[src/rtl/core/pans_pkg.sv]
// Package for the pool active node selector.
// Holds shared constants, configuration register indexes and the
// command and status structs between the controller and the datapath.
package pans_pkg;

  // Width of the node masks and of the counts carried on the ports.
  localparam int NODE_W      = 32;
  localparam int NODE_IDX_W  = $clog2(NODE_W);
  localparam int CNT_W       = 6;

  // Default node limit of the pool.
  localparam int MAX_NODES_DEF = 32;

  // Live-node counting is done a chunk of lanes per cycle.
  localparam int COUNT_LANES = 8;
  localparam int COUNT_STEPS = NODE_W / COUNT_LANES;
  localparam int CSTEP_W     = $clog2(COUNT_STEPS);

  // Configuration register port.
  localparam int CFG_IDX_W  = 1;
  localparam int CFG_DATA_W = 6;

  localparam logic [CFG_IDX_W-1:0] CFG_NODE_FLOOR  = 1'd0;
  localparam logic [CFG_IDX_W-1:0] CFG_FILL_POLICY = 1'd1;

  typedef struct packed {
    logic                  take_in;
    logic                  enroll;
    logic                  count_en;
    logic [CSTEP_W-1:0]    count_sel;
    logic                  decide;
    logic                  fill_en;
    logic [NODE_IDX_W-1:0] fill_sel;
    logic                  emit;
  } pans_cmd_t;

  typedef struct packed {
    logic do_fill;
  } pans_status_t;

endpackage

[src/rtl/core/pans_datapath.sv]
// Datapath of the pool active node selector: configuration, pool state,
// live-node counting and the index-ordered fill. Depends on pans_pkg.
module pans_datapath #(
  parameter int MAX_NODES = pans_pkg::MAX_NODES_DEF
) (
  input  logic                           clk,
  input  logic                           rst,
  input  logic                           cfg_we,
  input  logic [pans_pkg::CFG_IDX_W-1:0]  cfg_index,
  input  logic [pans_pkg::CFG_DATA_W-1:0] cfg_data,
  input  logic                           kind,
  input  logic [pans_pkg::NODE_W-1:0]     up_mask,
  input  logic [pans_pkg::NODE_W-1:0]     downtime_mask,
  input  pans_pkg::pans_cmd_t            cmd,
  output pans_pkg::pans_status_t         status,
  output logic [pans_pkg::NODE_W-1:0]     active_mask,
  output logic                           pool_up,
  output logic [pans_pkg::CNT_W-1:0]      alive_count,
  output logic [pans_pkg::CNT_W-1:0]      active_count
);
  import pans_pkg::*;

  localparam int NODE_LIMIT = (MAX_NODES > NODE_W) ? NODE_W : MAX_NODES;
  localparam int ENR_W      = $clog2(NODE_LIMIT + 1);

  function automatic logic [CNT_W-1:0] count_ones8(input logic [COUNT_LANES-1:0] v);
    logic [CNT_W-1:0] n;
    n = '0;
    for (int i = 0; i < COUNT_LANES; i++) begin
      n = n + CNT_W'(v[i]);
    end
    return n;
  endfunction

  // Configuration registers.
  logic [CNT_W-1:0] node_floor;
  logic             force_fill;

  // Pool state.
  logic [ENR_W-1:0]  enrolled_count;
  logic [NODE_W-1:0] enr_mask;
  logic [NODE_W-1:0] active_set;

  // Latched request.
  logic              kind_r;
  logic [NODE_W-1:0] up_r;
  logic [NODE_W-1:0] down_r;

  // Working registers of one evaluation.
  logic [CNT_W-1:0]  alive_acc;
  logic [CNT_W-1:0]  cand_acc;
  logic [CNT_W-1:0]  rem1;
  logic [CNT_W-1:0]  rem2;
  logic [CNT_W-1:0]  act_cnt;
  logic [NODE_W-1:0] work_set;
  logic              pool_up_w;

  logic [NODE_IDX_W-1:0] enr_idx;
  logic                  room;
  logic [NODE_W-1:0]     live;
  logic [NODE_W-1:0]     cand1;
  logic [NODE_W-1:0]     cand2;
  logic [COUNT_STEPS-1:0][COUNT_LANES-1:0] live_chunks;
  logic [COUNT_STEPS-1:0][COUNT_LANES-1:0] cand_chunks;
  logic             enough;
  logic [CNT_W-1:0] need;
  logic [CNT_W-1:0] take1;

  assign enr_idx = NODE_IDX_W'(enrolled_count);
  assign room    = enrolled_count < ENR_W'(NODE_LIMIT);
  assign live    = up_r & enr_mask;
  // Previously active candidates, then any enrolled candidate, both outside
  // scheduled downtime and not already live.
  assign cand1   = active_set & enr_mask & ~down_r & ~live;
  assign cand2   = enr_mask & ~down_r & ~live;
  assign live_chunks = live;
  assign cand_chunks = cand1;

  assign enough = alive_acc >= node_floor;
  assign need   = node_floor - alive_acc;
  assign take1  = (need < cand_acc) ? need : cand_acc;

  assign status.do_fill = force_fill && !enough;

  always_ff @(posedge clk) begin
    if (rst) begin
      node_floor <= '0;
      force_fill <= 1'b0;
    end else if (cfg_we) begin
      unique case (cfg_index)
        CFG_NODE_FLOOR:  node_floor <= cfg_data;
        CFG_FILL_POLICY: force_fill <= cfg_data[0];
      endcase
    end
  end

  always_ff @(posedge clk) begin
    if (rst) begin
      enrolled_count <= '0;
      enr_mask       <= '0;
      active_set     <= '0;
    end else if (cmd.enroll && kind_r && room) begin
      enrolled_count    <= enrolled_count + 1'b1;
      enr_mask[enr_idx] <= 1'b1;
      if (up_r[enr_idx]) begin
        active_set[enr_idx] <= 1'b1;
      end
    end else if (cmd.emit) begin
      active_set <= work_set;
    end
  end

  always_ff @(posedge clk) begin
    if (cmd.take_in) begin
      kind_r    <= kind;
      up_r      <= up_mask;
      down_r    <= downtime_mask;
      alive_acc <= '0;
      cand_acc  <= '0;
    end
    if (cmd.count_en) begin
      alive_acc <= alive_acc + count_ones8(live_chunks[cmd.count_sel]);
      cand_acc  <= cand_acc + count_ones8(cand_chunks[cmd.count_sel]);
    end
    if (cmd.decide) begin
      pool_up_w <= enough || force_fill;
      work_set  <= (enough || force_fill) ? live : '0;
      act_cnt   <= (enough || force_fill) ? alive_acc : '0;
      rem1      <= enough ? '0 : take1;
      rem2      <= enough ? '0 : need - take1;
    end
    if (cmd.fill_en) begin
      if (cand1[cmd.fill_sel] && rem1 != '0) begin
        work_set[cmd.fill_sel] <= 1'b1;
        rem1    <= rem1 - 1'b1;
        act_cnt <= act_cnt + 1'b1;
      end else if (cand2[cmd.fill_sel] && rem2 != '0) begin
        work_set[cmd.fill_sel] <= 1'b1;
        rem2    <= rem2 - 1'b1;
        act_cnt <= act_cnt + 1'b1;
      end
    end
    if (cmd.emit) begin
      active_mask  <= work_set;
      pool_up      <= pool_up_w;
      alive_count  <= alive_acc;
      active_count <= act_cnt;
    end
  end

endmodule

[src/rtl/core/pans_ctrl.sv]
// Controller of the pool active node selector: sequences enrolment,
// counting, decision, fill and result hand-over. Depends on pans_pkg.
module pans_ctrl (
  input  logic                   clk,
  input  logic                   rst,
  input  logic                   in_valid,
  output logic                   in_stall,
  output logic                   out_valid,
  input  logic                   out_stall,
  output pans_pkg::pans_cmd_t    cmd,
  input  pans_pkg::pans_status_t status
);
  import pans_pkg::*;

  typedef enum logic [5:0] {
    S_IDLE   = 6'b000001,
    S_ENROLL = 6'b000010,
    S_COUNT  = 6'b000100,
    S_DECIDE = 6'b001000,
    S_FILL   = 6'b010000,
    S_EMIT   = 6'b100000
  } state_t;

  state_t                state;
  state_t                state_next;
  logic [CSTEP_W-1:0]    count_idx;
  logic [NODE_IDX_W-1:0] fill_idx;
  logic                  out_free;

  assign out_free = !out_valid || !out_stall;
  assign in_stall = (state != S_IDLE);

  always_comb begin
    cmd           = '0;
    cmd.take_in   = (state == S_IDLE) && in_valid;
    cmd.enroll    = (state == S_ENROLL);
    cmd.count_en  = (state == S_COUNT);
    cmd.count_sel = count_idx;
    cmd.decide    = (state == S_DECIDE);
    cmd.fill_en   = (state == S_FILL);
    cmd.fill_sel  = fill_idx;
    cmd.emit      = (state == S_EMIT) && out_free;
  end

  always_comb begin
    state_next = state;
    unique case (state)
      S_IDLE: begin
        if (in_valid) state_next = S_ENROLL;
      end
      S_ENROLL: state_next = S_COUNT;
      S_COUNT: begin
        if (count_idx == CSTEP_W'(COUNT_STEPS - 1)) state_next = S_DECIDE;
      end
      S_DECIDE: state_next = status.do_fill ? S_FILL : S_EMIT;
      S_FILL: begin
        if (fill_idx == NODE_IDX_W'(NODE_W - 1)) state_next = S_EMIT;
      end
      S_EMIT: begin
        if (out_free) state_next = S_IDLE;
      end
      default: state_next = S_IDLE;
    endcase
  end

  always_ff @(posedge clk) begin
    if (rst) begin
      state     <= S_IDLE;
      count_idx <= '0;
      fill_idx  <= '0;
      out_valid <= 1'b0;
    end else begin
      state     <= state_next;
      count_idx <= (state == S_COUNT) ? count_idx + 1'b1 : '0;
      fill_idx  <= (state == S_FILL) ? fill_idx + 1'b1 : '0;
      if (cmd.emit) begin
        out_valid <= 1'b1;
      end else if (!out_stall) begin
        out_valid <= 1'b0;
      end
    end
  end

endmodule

[src/rtl/core/pool_active_node_selector_top.sv]
// Top level of the pool active node selector.
// Joins pans_ctrl and pans_datapath; depends on pans_pkg.
//
// Usage. Each request on the input channel (in_valid, in_stall) carries a
// kind, the up bits and the scheduled-downtime bits of all nodes. A request
// of the add kind first enrols the next node of the pool if there is room.
// The block then counts the live enrolled nodes and chooses the new active
// set, giving one result request on the output channel (out_valid, out_stall).
// Sequence: after a request is taken come the enrolment state, the counting
// state (eight nodes per cycle) and the decision state. When the pool is
// short of nodes under force-up, a fill scan walks all 32 node indexes, one
// per cycle. The emit state then loads the output register, waiting while a
// held result is stalled; only then can the next request be taken.
// One request is worked on at a time; in_stall is high from acceptance
// until the result has entered the output register.
// A result held by a stalled receiver stays in the output register, and the
// next request may already be accepted and evaluated behind it.
// Reset clears the configuration, the enrolled nodes and the active set.
// The user writes configuration through cfg_we, cfg_index and cfg_data only
// while idle; the block itself does not enforce this.
module pool_active_node_selector_top #(
  parameter int MAX_NODES = pans_pkg::MAX_NODES_DEF
) (
  input  logic                           clk,
  input  logic                           rst,
  input  logic                           cfg_we,
  input  logic [pans_pkg::CFG_IDX_W-1:0]  cfg_index,
  input  logic [pans_pkg::CFG_DATA_W-1:0] cfg_data,
  input  logic                           in_valid,
  output logic                           in_stall,
  input  logic                           kind,
  input  logic [pans_pkg::NODE_W-1:0]     up_mask,
  input  logic [pans_pkg::NODE_W-1:0]     downtime_mask,
  output logic                           out_valid,
  input  logic                           out_stall,
  output logic [pans_pkg::NODE_W-1:0]     active_mask,
  output logic                           pool_up,
  output logic [pans_pkg::CNT_W-1:0]      alive_count,
  output logic [pans_pkg::CNT_W-1:0]      active_count
);
  import pans_pkg::*;

  pans_cmd_t    cmd;
  pans_status_t status;

  // The controller sequences one request at a time and owns the handshakes.
  pans_ctrl u_ctrl (
    .clk       (clk),
    .rst       (rst),
    .in_valid  (in_valid),
    .in_stall  (in_stall),
    .out_valid (out_valid),
    .out_stall (out_stall),
    .cmd       (cmd),
    .status    (status)
  );

  // The datapath holds the configuration, the pool state and the result.
  pans_datapath #(
    .MAX_NODES (MAX_NODES)
  ) u_datapath (
    .clk           (clk),
    .rst           (rst),
    .cfg_we        (cfg_we),
    .cfg_index     (cfg_index),
    .cfg_data      (cfg_data),
    .kind          (kind),
    .up_mask       (up_mask),
    .downtime_mask (downtime_mask),
    .cmd           (cmd),
    .status        (status),
    .active_mask   (active_mask),
    .pool_up       (pool_up),
    .alive_count   (alive_count),
    .active_count  (active_count)
  );

  // Once a request is taken, no further request is taken in the next cycle.
  a_one_at_a_time: assert property (@(posedge clk) disable iff (rst)
    (in_valid && !in_stall) |=> in_stall)
    else $error("request accepted while another was in progress");

  // A pool that is down has an empty active set.
  a_down_is_empty: assert property (@(posedge clk) disable iff (rst)
    (out_valid && !pool_up) |-> (active_mask == '0 && active_count == '0))
    else $error("pool down with active nodes");

  // A pool that is up has no fewer active nodes than live nodes.
  a_up_keeps_live: assert property (@(posedge clk) disable iff (rst)
    (out_valid && pool_up) |-> (active_count >= alive_count))
    else $error("active set smaller than the live nodes");

  // The result register is only reloaded when the previous result has gone.
  a_result_held: assert property (@(posedge clk) disable iff (rst)
    (out_valid && out_stall) |=> (cmd.emit == 1'b0 || $past(cmd.emit) == 1'b0))
    else $error("result overwritten while stalled");

endmodule
[config.mk]
export PLATFORM = sky130hd
export DESIGN_NAME = pool_active_node_selector_top
export DESIGN_NICKNAME = d
export VERILOG_FILES = /design/src/rtl/core/pans_pkg.sv /design/src/rtl/core/pans_datapath.sv /design/src/rtl/core/pans_ctrl.sv /design/src/rtl/core/pool_active_node_selector_top.sv
export SDC_FILE = /design/constraint.sdc
export NUM_CORES = 1
export LEC_CHECK = 0
export BUFFER_PORTS_ARGS = -buffer_cell sky130_fd_sc_hd__buf_2
export CORE_UTILIZATION = 40
export CTS_CLUSTER_SIZE = 24
export DETAILED_ROUTE_END_ITERATION = 10
export MAX_ROUTING_LAYER = met4
export PLACE_DENSITY = 0.64
export SYNTH_ARGS = -nofsm -noshare
export SYNTH_HDL_FRONTEND = slang
export SYNTH_SLANG_ARGS = --single-unit
[constraint.sdc]
create_clock -name clk -period 7.3 [get_ports clk]
set_input_delay 0.73 -clock clk [delete_from_list [all_inputs] [get_ports clk]]
set_output_delay 0.73 -clock clk [all_outputs]
set_load 0.01 [all_outputs]
==> results of run 1 <==
synth_stat cells, drive strengths merged (4+ instances only):
| library cell | instances |
|---|---|
| mux4 | 14 |
| o211ai | 11 |
| nor2 | 155 |
| nand2b | 4 |
| nand3 | 22 |
| xnor2 | 11 |
| xor2 | 10 |
| a21oi | 107 |
| and3 | 17 |
| nand4 | 14 |
| and4bb | 15 |
| buf | 29 |
| nor2b | 4 |
| and2 | 8 |
| mux2i | 13 |
| nor4bb | 8 |
| a32oi | 8 |
| ha | 55 |
| edfxtp | 123 |
| o21ai | 91 |
| o21bai | 5 |
| clkbuf | 44 |
| a211o | 5 |
| a311oi | 10 |
| a22oi | 6 |
| a21o | 9 |
| nand2 | 138 |
| o31ai | 4 |
| a31oi | 19 |
| nor3b | 20 |
| inv | 47 |
| nor3 | 42 |
| nand3b | 7 |
| nor4 | 9 |
| a211oi | 11 |
| o22ai | 5 |
| fa | 10 |
| dfxtp | 141 |
| nor4b | 10 |
layout make-up:
cell class	instances	area [um2]	area share (%)
inverters	47	176	1.18
multi-input cells	919	6020	40.3
well taps	435	544	3.64
repair buffers	138	728	4.87
clock buffers	35	758	5.07
clock inverters	18	206	1.38
flip-flops and latches	264	6520	43.6
state kept, by name, indices dropped and copies added, names as in the netlist, 32 cells and up:
signal and flops:
u_datapath.work_set 32, u_datapath.enr_mask 32, u_datapath.up_r 32, u_datapath.active_set 32
u_datapath.active_mask 32, u_datapath.down_r 32
worst paths after layout:
path                                         start  slack, ps                            end  cells after the start
min reg2reg         u_datapath.pool_up_w$_DFFE_PN_        430   u_datapath.pool_up$_DFFE_PP_                      0
max          u_datapath.alive_acc[1]$_SDFFCE_PN0P_       2390     u_datapath.rem2[5]$_DFF_P_                     21
min                                    up_mask[10]        340  u_datapath.up_r[10]$_DFFE_PP_                      1
max reg2reg  u_datapath.alive_acc[1]$_SDFFCE_PN0P_       2390     u_datapath.rem2[5]$_DFF_P_                     21
critical path: cells and delay by family (launching register included):
kind | cells | cell delay, ps
multiplexers | 1 | 480
buffers and inverters | 1 | 160
AND/OR/NAND/NOR | 3 | 310
XOR/XNOR | 2 | 310
AO/OA/AOI/OAI | 11 | 2260
adder cells (fa/ha/maj) | 3 | 870
flip-flops | 1 | 410
power breakdown:
group          switching [mW]  total [mW]  internal [mW]
registers               0.194        1.98           1.78
clock network           0.613        1.49          0.881
logic                   0.519       0.862          0.343
total                    1.33        4.33           3.01
cell families (layout without fill, tap and decap cells):
| kind of cell | Yosys count | in the layout | synth area share [%] |
|---|---|---|---|
| adders and majority gates | 65 | 65 | 6.81 |
| AOI/OAI and AO/OA | 313 | 313 | 14.7 |
| buffers and inverters | 120 | 238 | 4.05 |
| xor gates and xnor gates | 21 | 21 | 1.41 |
| DFF | 264 | 264 | 49.9 |
| muxes | 30 | 30 | 3.73 |
| and+or+nand+nor | 490 | 490 | 19.3 |
through the flow:
step	utilization [%]	hold slack (ps)	instance area, um2	total power, mW
after floorplan	-	400	13100	2.56
after global placement	44.0	414	14000	2.84
after detailed placement	44.0	414	14000	2.85
after CTS	47.0	326	15000	4.35
after global routing	47.0	326	15000	4.53
final	47.0	340	15000	4.33
layer usage:
metal	vias to the layer above	global-route usage [%]
met5	-	-
li1	4956	-
met1	5031	36.3
met4	0	7.03
met3	68	5.17
met2	570	35.0
==> flow_summary.json, run 1 <==
{
  "run_status": "finished, final reports clean",
  "drc": 0,
  "yosysWarnings": 0,
  "critPathArrivalTime_ps": 5350,
  "p_per_area_nw_per_um2": 290,
  "yosysUniqueCellTypes": 82,
  "wl_met3_um": 4380,
  "first_global_vias": 9568,
  "dr.pass1.iters": 6,
  "netlist_area_um2": 13100,
  "hold_viol_final": 0,
  "crit_slowest_cell": "a211oi_2",
  "synth_area_leaders": "edfxtp_1, dfxtp_1, ha_1",
  "portBuffers": 123,
  "cpMostUsedCell": "ha_1",
  "fin_skew_ps": 20.7,
  "rows": 65,
  "vias": 10600,
  "cts_tree": "yes",
  "start_util_pct": 41.1,
  "fin_crit_ps": 4910,
  "clock_latency_ps": 570,
  "syn_inst": 1303,
  "maxCapViolCount": 0,
  "hpwl_um": 30500,
  "ioPinCount": 124,
  "cts_setup_buffers": 0,
  "synth-edff-count": 123,
  "postCtsHoldBufs": 0,
  "antenna_found_initial": 0,
  "max_clock_freq_ghz": 0.204,
  "worstPathRequired_ps": 7740,
  "chipWidth_um": 183,
  "gr-total-overflow": 0,
  "path_max_fanout": 8,
  "place_congestion": 1.01,
  "numPlacedInstances": 1803,
  "area_delta_synth_final_pct": 14.5,
  "syn_area_per_cell_um2": 10.0,
  "min_path_type": "in2reg",
  "routed_wire_length_per_instance_um": 22.2,
  "cp_cell_sequence": "inv_1, ha_1, nor2b_1, o21ai_0, a21boi_0, o21a_1, nor2_1, xnor2_1, ha_1, nand2_1, a211oi_1, a211oi_2, mux2i_1, ha_1, a21o_1, a21oi_1, o21bai_1, a21oi_1, xnor2_1, o22ai_2, a211o_1",
  "wl_um": 41100,
  "setup_violations": 0,
  "cts_max_path_buffers": 3,
  "maxSlewViolCount": 0,
  "insertedDiodeCount": 0,
  "htreeDepth": 1,
  "die_area_um2": 33400,
  "die_y_um": 183,
  "synth_seq_area_share_pct": 49.9,
  "met1_length_um": 18600,
  "tns_ps": 0,
  "mostFrequentLayoutCells": "nor2_1, dfxtp_1, nand2_1",
  "fin_ws_ps": 2390,
  "rsz0062_at_grt": "no",
  "dp_slack_ps": 2440,
  "dr_wl_met2_um": 17200,
  "path_class": "reg2reg",
  "cts_buffers": 29,
  "grt_start_max_net_pins": 92,
  "startpoint_type": "flop",
  "grt_pass1_wl_um": 60500,
  "ant_nets": 0,
  "synth_top_area_share_pct": 28.3,
  "tightest_slew_ps": 1230,
  "endpoint_kind": "flop",
  "clock_sinks": 264,
  "coreArea_um2": 31800,
  "critical_path.max_stage_delay_ps": 640,
  "ctsRootBufferMaster": "clkbuf_16",
  "cts_resized": 0,
  "synth-seq-cells": 264,
  "final_common_cell": "nor2_1",
  "irDropWorstVdd_mv": 0.172,
  "drive_gt1_share_pct": 16.9,
  "finalCritPeriodShare_pct": 67.2,
  "fill_cells": 3020,
  "routed_via_density": 5.72,
  "synth_nets": 1445,
  "drt_iter0_markers": 1171,
  "ys_dominant_reg_cell": "dfxtp_1",
  "grt_use_total_pct": 25.0,
  "yosysTopAreaCell": "edfxtp_1",
  "routed.top_layer": "met4",
  "ys_async_sr_fraction_pct": 0,
  "layout.nets": 1541,
  "layout.cells.non_filler": 1856,
  "cts.reportedPaths.clkPinSlew_ps": 60,
  "timing.slew.headroom_pct": 17.8,
  "leakage_nw": 5.62
}
Note: power is estimated with default switching activity, not from simulation.
==> inputs of run 2 (changes only) <==
--- a/config.mk
+++ b/config.mk
@@ -10,7 +10,7 @@
 export CTS_CLUSTER_SIZE = 24
 export DETAILED_ROUTE_END_ITERATION = 10
 export MAX_ROUTING_LAYER = met4
-export PLACE_DENSITY = 0.64
+export PLACE_DENSITY = 0.66
 export SYNTH_ARGS = -nofsm -noshare
 export SYNTH_HDL_FRONTEND = slang
 export SYNTH_SLANG_ARGS = --single-unit
==> constraint.sdc (replaced) <==
create_clock -name clk -period 4.1 [get_ports clk]
set_input_delay 0.41 -clock clk [delete_from_list [all_inputs] [get_ports clk]]
set_output_delay 0.41 -clock clk [all_outputs]
set_load 0.01 [all_outputs]
==> run 2 against run 1 <==
Effect of this change: core utilization rose by 3.5 points; the run now ends with setup timing left; register-to-register slack got worse by 2500 ps; final area rose by 7.4%.
==> flow_summary.json, run 2 (synthesis gave the netlist of run 1 again) <==
{
  "maxSlewViolCount": 0,
  "holdCritStartpoint": "up_mask[4]",
  "die_area_um2": 33400,
  "utilization_pct": 50.5,
  "mostFrequentLayoutCells": "nor2_1, dfxtp_1, nand2_1",
  "area_delta_synth_final_pct": 23.1,
  "fin_hold_ws_ps": 32.9,
  "leakage_nw": 6.19,
  "rsz0062_at_grt": "yes",
  "cts_buffers": 29,
  "hold_viol_final": 0,
  "grt_pass1_wl_um": 65600,
  "maxCapViolCount": 0,
  "hpwl_um": 33000,
  "min_path_type": "in2reg",
  "htreeDepth": 1,
  "max_clock_freq_ghz": 0.236,
  "path_max_fanout": 2,
  "cts.reportedPaths.clkPinSlew_ps": 60,
  "worstPathRequired_ps": 4370,
  "finalCritPeriodShare_pct": 103,
  "routed_wire_length_per_instance_um": 22.5,
  "ioPinCount": 124,
  "rows": 65,
  "setup_violations": 5,
  "place_congestion": 1.05,
  "postCtsHoldBufs": 0,
  "fin_ws_ps": -140,
  "die_y_um": 183,
  "grt_start_max_net_pins": 60,
  "dr.pass1.iters": 6,
  "path_class": "reg2reg",
  "critPathArrivalTime_ps": 4510,
  "fin_skew_ps": 12.4,
  "first_global_vias": 10300,
  "chipWidth_um": 183,
  "drc": 0,
  "endpoint_kind": "flop",
  "routed_via_density": 5.68,
  "wl_um": 44000,
  "tightest_slew_ps": 1090,
  "cts_max_path_buffers": 3,
  "violations": "setup timing",
  "p_per_area_nw_per_um2": 525,
  "busiest_layer": "met1",
  "drive_gt1_share_pct": 25.9,
  "regArea_um2": 6520,
  "startpoint_type": "flop",
  "start_util_pct": 41.1,
  "cts_tree": "yes",
  "ctsRootBufferMaster": "clkbuf_16",
  "irDropWorstVdd_mv": 0.340,
  "gr-total-overflow": 0,
  "timing.slew.headroom_pct": 27.5,
  "cp-startpoint": "u_datapath.up_r[0]$_DFFE_PP_",
  "layout.nets": 1644,
  "vias": 11100,
  "fin_crit_ps": 4240,
  "final_common_cell": "nor2_1",
  "grt_util_met3_pct": 3.61,
  "reg2reg_slack_ps": -140,
  "grt_use_total_pct": 27.1,
  "multi_input_area_um2": 6250,
  "use_met2_pct": 39.1,
  "tns_ps": -458,
  "run_status": "finished with violations",
  "coreArea_um2": 31800,
  "portBuffers": 123,
  "clock_latency_ps": 550,
  "clock_sinks": 264,
  "drt_iter0_markers": 1124,
  "fill_cells": 2887,
  "grt_use_met1_pct": 39.8,
  "r2r_start": "u_datapath.up_r[0]$_DFFE_PP_",
  "ant_nets": 0,
  "antenna_found_initial": 0,
  "insertedDiodeCount": 0
}
==> run 2: repair_timing <==
item	in CTS	in global routing
setup buffers	5	4
endpoints found under the setup margin	10	10
resized for setup	28	14
pin swaps	18	11
==> run 2: through the flow <==
stage / std cells / power (mW) / worst slack, ps / cell area, um2
2_1_floorplan: 1303 / 4.58 / -53.5 / 13100
3_3_place_gp: 1899 / 5.39 / -182 / 14800
3_5_place_dp: 1899 / 5.45 / -220 / 14800
4_1_cts: 1956 / 8.37 / -160 / 16000
5_1_grt: 1959 / 8.82 / -301 / 16100
6_report: 1959 / 8.44 / -140 / 16100
==> run 2: critical path, stage by stage, from the launching register on <==
cell and delay (ps):
edfxtp_1 370, and4bb_2 260, mux4_2 480, ha_4 280
fa_1 420, fa_1 540, inv_2 50, fa_1 450
inv_1 70, ha_2 180, inv_2 40, fa_2 380
inv_1 70, a21o_1 120, a21oi_2 60, xor2_1 140
nor2_1 50
==> run 2: area by class of cell <==
class	instances	share of cell area, %
Sequential cell	264	40.6
Multi-Input combinational cell	919	38.9
Timing Repair Buffer	241	9.65
Clock buffer	35	4.91
Tap cell	435	3.39
Clock inverter	18	1.47
Inverter	47	1.13
==> run 2: layer usage <==
layer | vias up | share of wire [%]
met4 | 0 | 2.7
met2 | 549 | 43
met1 | 5333 | 46
li1 | 5167 | -
met3 | 73 | 8.3
met5 | - | 0
==> run 2: final timing paths <==
kind,endpoint,cells after the start
worst min register to register,u_datapath.pool_up$_DFFE_PP_,0
worst max-delay path,u_datapath.cand_acc[4]$_SDFFCE_PN0P_,16
worst max register to register,u_datapath.cand_acc[4]$_SDFFCE_PN0P_,16
worst min-delay path,u_datapath.up_r[4]$_DFFE_PP_,1
==> run 2: where the power goes <==
| part | internal (mW) | switching, mW | total, mW |
|---|---|---|---|
| combinational | 1.03 | 1.17 | 2.20 |
| sequential | 3.17 | 0.291 | 3.46 |
| clock | 1.68 | 1.10 | 2.78 |
| total | 5.88 | 2.56 | 8.44 |
==> inputs of run 3 (changes only) <==
--- a/config.mk
+++ b/config.mk
@@ -6,11 +6,11 @@
 export NUM_CORES = 1
 export LEC_CHECK = 0
 export BUFFER_PORTS_ARGS = -buffer_cell sky130_fd_sc_hd__buf_2
-export CORE_UTILIZATION = 40
+export CORE_UTILIZATION = 50
 export CTS_CLUSTER_SIZE = 24
 export DETAILED_ROUTE_END_ITERATION = 10
 export MAX_ROUTING_LAYER = met4
-export PLACE_DENSITY = 0.66
+export PLACE_DENSITY = 0.78
 export SYNTH_ARGS = -nofsm -noshare
 export SYNTH_HDL_FRONTEND = slang
 export SYNTH_SLANG_ARGS = --single-unit
==> run 3 against run 2 <==
Effect of this change: the flow still finishes with violations (setup timing); highest routed layer unchanged; sequential share of layout area grew 0.24 points; register-to-register slack worse by 20 ps; largest cell class unchanged; sequential cell count is the same; critical path depth stayed put; largest power group unchanged; sequential power about the same; maximum frequency fell by 0.49%; critical endpoint unchanged; core utilization rose by 12 points; total power down 2.4%; non-clock buffer count increased by 13; final cell count is 4.6% lower; clock-buffer cell count down 3; global-route usage grew 6.6 points.
==> flow_summary.json, run 3 (synthesis gave the netlist of run 1 again) <==
{
  "path_max_fanout": 2,
  "grt_start_max_net_pins": 66,
  "r2r_start": "u_datapath.down_r[0]$_DFFE_PP_",
  "layout.nets": 1656,
  "clock_latency_ps": 560,
  "r2r-end": "u_datapath.cand_acc[4]$_SDFFCE_PN0P_",
  "total_power_mw": 8.24,
  "fin_hold_ws_ps": 22.2,
  "ioPinCount": 124,
  "min_path_cells": 1,
  "htreeDepth": 1,
  "setup_violations": 4,
  "rsz0062_at_grt": "yes",
  "fin_crit_ps": 4260,
  "p_per_area_nw_per_um2": 516,
  "grt_use_total_pct": 33.7,
  "gr-total-overflow": 0,
  "cp_cell_sequence": "and4bb_2, mux4_2, ha_4, fa_1, fa_1, inv_2, fa_2, inv_2, ha_4, inv_2, fa_2, inv_2, a21o_1, a21oi_2, xor2_1, nor2_1",
  "drc": 0,
  "routed_wire_length_per_instance_um": 23.3,
  "place_congestion": 1.03,
  "violations": "setup timing",
  "tightest_slew_ps": 1120,
  "die_y_um": 164,
  "crit_slowest_cell": "fa_2",
  "hold_viol_final": 0,
  "run_status": "finished with violations",
  "antenna_found_initial": 2,
  "portBuffers": 123,
  "vias": 11400,
  "cts_max_path_buffers": 3,
  "path_class": "reg2reg",
  "holdCritStartpoint": "downtime_mask[15]",
  "maxSlewViolCount": 0,
  "wl_um": 43500,
  "chipWidth_um": 164,
  "worstPathRequired_ps": 4370,
  "max_clock_freq_ghz": 0.235,
  "hpwl_um": 32100,
  "coreArea_um2": 25400,
  "drt_iter0_markers": 1409,
  "drive_gt1_share_pct": 26.4,
  "critPathArrivalTime_ps": 4530,
  "cpMostUsedCell": "inv_2",
  "die_area_um2": 26800,
  "startpoint_type": "flop",
  "endpoint_kind": "flop",
  "reg2reg_depth": 16,
  "start_util_pct": 51.4,
  "fin_skew_ps": 23.8,
  "reg2reg_slack_ps": -160,
  "min_to": "u_datapath.down_r[15]$_DFFE_PP_",
  "fill_cells": 2064,
  "ctsRootBufferMaster": "clkbuf_16",
  "finalCritPeriodShare_pct": 104,
  "cts_buffers": 28,
  "routed_via_density": 6.11,
  "fin_ws_ps": -160,
  "irDropWorstVdd_mv": 0.338,
  "multi_input_area_um2": 6230,
  "min_path_type": "in2reg",
  "area_delta_synth_final_pct": 22.4,
  "leakage_nw": 6.22,
  "place_area_um2": 14700,
  "clock_sinks": 264,
  "first_global_vias": 10600,
  "maxCapViolCount": 0,
  "regArea_um2": 6520,
  "grt_pass1_wl_um": 64800,
  "dr.pass1.iters": 6,
  "critical_path.max_stage_delay_ps": 540,
  "fin_area_um2": 16000,
  "timing.slew.headroom_pct": 24.7,
  "final_common_cell": "nor2_1",
  "ant_nets": 0,
  "mostFrequentLayoutCells": "nor2_1, dfxtp_1, nand2_1",
  "cts.reportedPaths.clkPinSlew_ps": 70,
  "cts_tree": "yes",
  "rows": 58
}
[run 3: worst max-delay path by stage]
| stage | cells past startpoint | slack, ps | start | to |
|---|---|---|---|---|
| 6_report | 16 | -160 | u_datapath.down_r[0]$_DFFE_PP_ | u_datapath.cand_acc[4]$_SDFFCE_PN0P_ |
| 5_1_grt | 16 | -280 | u_datapath.up_r[0]$_DFFE_PP_ | u_datapath.cand_acc[4]$_SDFFCE_PN0P_ |
| 4_1_cts | 16 | -110 | u_datapath.down_r[0]$_DFFE_PP_ | u_datapath.cand_acc[4]$_SDFFCE_PN0P_ |
| 3_5_place_dp | 16 | -190 | u_datapath.up_r[0]$_DFFE_PP_ | u_datapath.cand_acc[4]$_SDFFCE_PN0P_ |
| 3_3_place_gp | 16 | -120 | u_datapath.up_r[0]$_DFFE_PP_ | u_datapath.cand_acc[4]$_SDFFCE_PN0P_ |
| 2_1_floorplan | 19 | -50 | u_datapath.alive_acc[0]$_SDFFCE_PN0P_ | u_datapath.rem2[5]$_DFF_P_ |
[run 3: what timing repair did]
action | in CTS | in global routing
setup endpoints to repair | 8 | 12
buffers inserted | 13 | 5
gates cloned | 1 | 0
hold buffers | 0 | 0
pin swaps | 32 | 19
resized for setup | 22 | 21
endpoints found under the hold margin | 0 | 0
[run 3: critical path, delay by kind of cell (launching register included)]
| family | cells | cell delay (ps) |
|---|---|---|
| adder cells (fa/ha/maj) | 6 | 2150 |
| multiplexers | 1 | 500 |
| flip-flops | 1 | 370 |
| AND/OR/NAND/NOR | 2 | 320 |
| AO/OA/AOI/OAI | 2 | 310 |
| buffers and inverters | 4 | 200 |
| XOR/XNOR | 1 | 140 |
[run 3: layout make-up]
cell class | count | share of cell area, %
Timing Repair Buffer | 254 | 10.5
Sequential cell | 264 | 40.8
Inverter | 47 | 1.14
Antenna cell | 3 | 0.0470
Tap cell | 330 | 2.59
Clock buffer | 32 | 4.54
Clock inverter | 20 | 1.32
Multi-Input combinational cell | 919 | 39.0
[run 3: per-layer routing]
layer | up-vias | part of all wire, % | GRT usage (%)
li1 | 5185 | - | -
met1 | 5465 | 43 | 48.3
met2 | 698 | 42 | 47.1
met3 | 80 | 12 | 8.10
met4 | 0 | 2.8 | 9.26
met5 | - | 0 | -
[run 3: per-stage QoR]
step	setup slack [ps]	util (%)	std cells	setup TNS, ps
2_1_floorplan	-53.5	-	1303	-53.5
3_3_place_gp	-124	57.8	1796	-331
3_5_place_dp	-192	57.8	1796	-982
4_1_cts	-108	62.4	1862	-306
5_1_grt	-279	62.9	1868	-1460
6_report	-160	62.9	1869	-401
[run 3: where the power goes]
part,switching (mW),internal (mW)
clock network,1.09,1.47
logic,1.18,1.03
registers,0.295,3.17
total,2.57,5.67
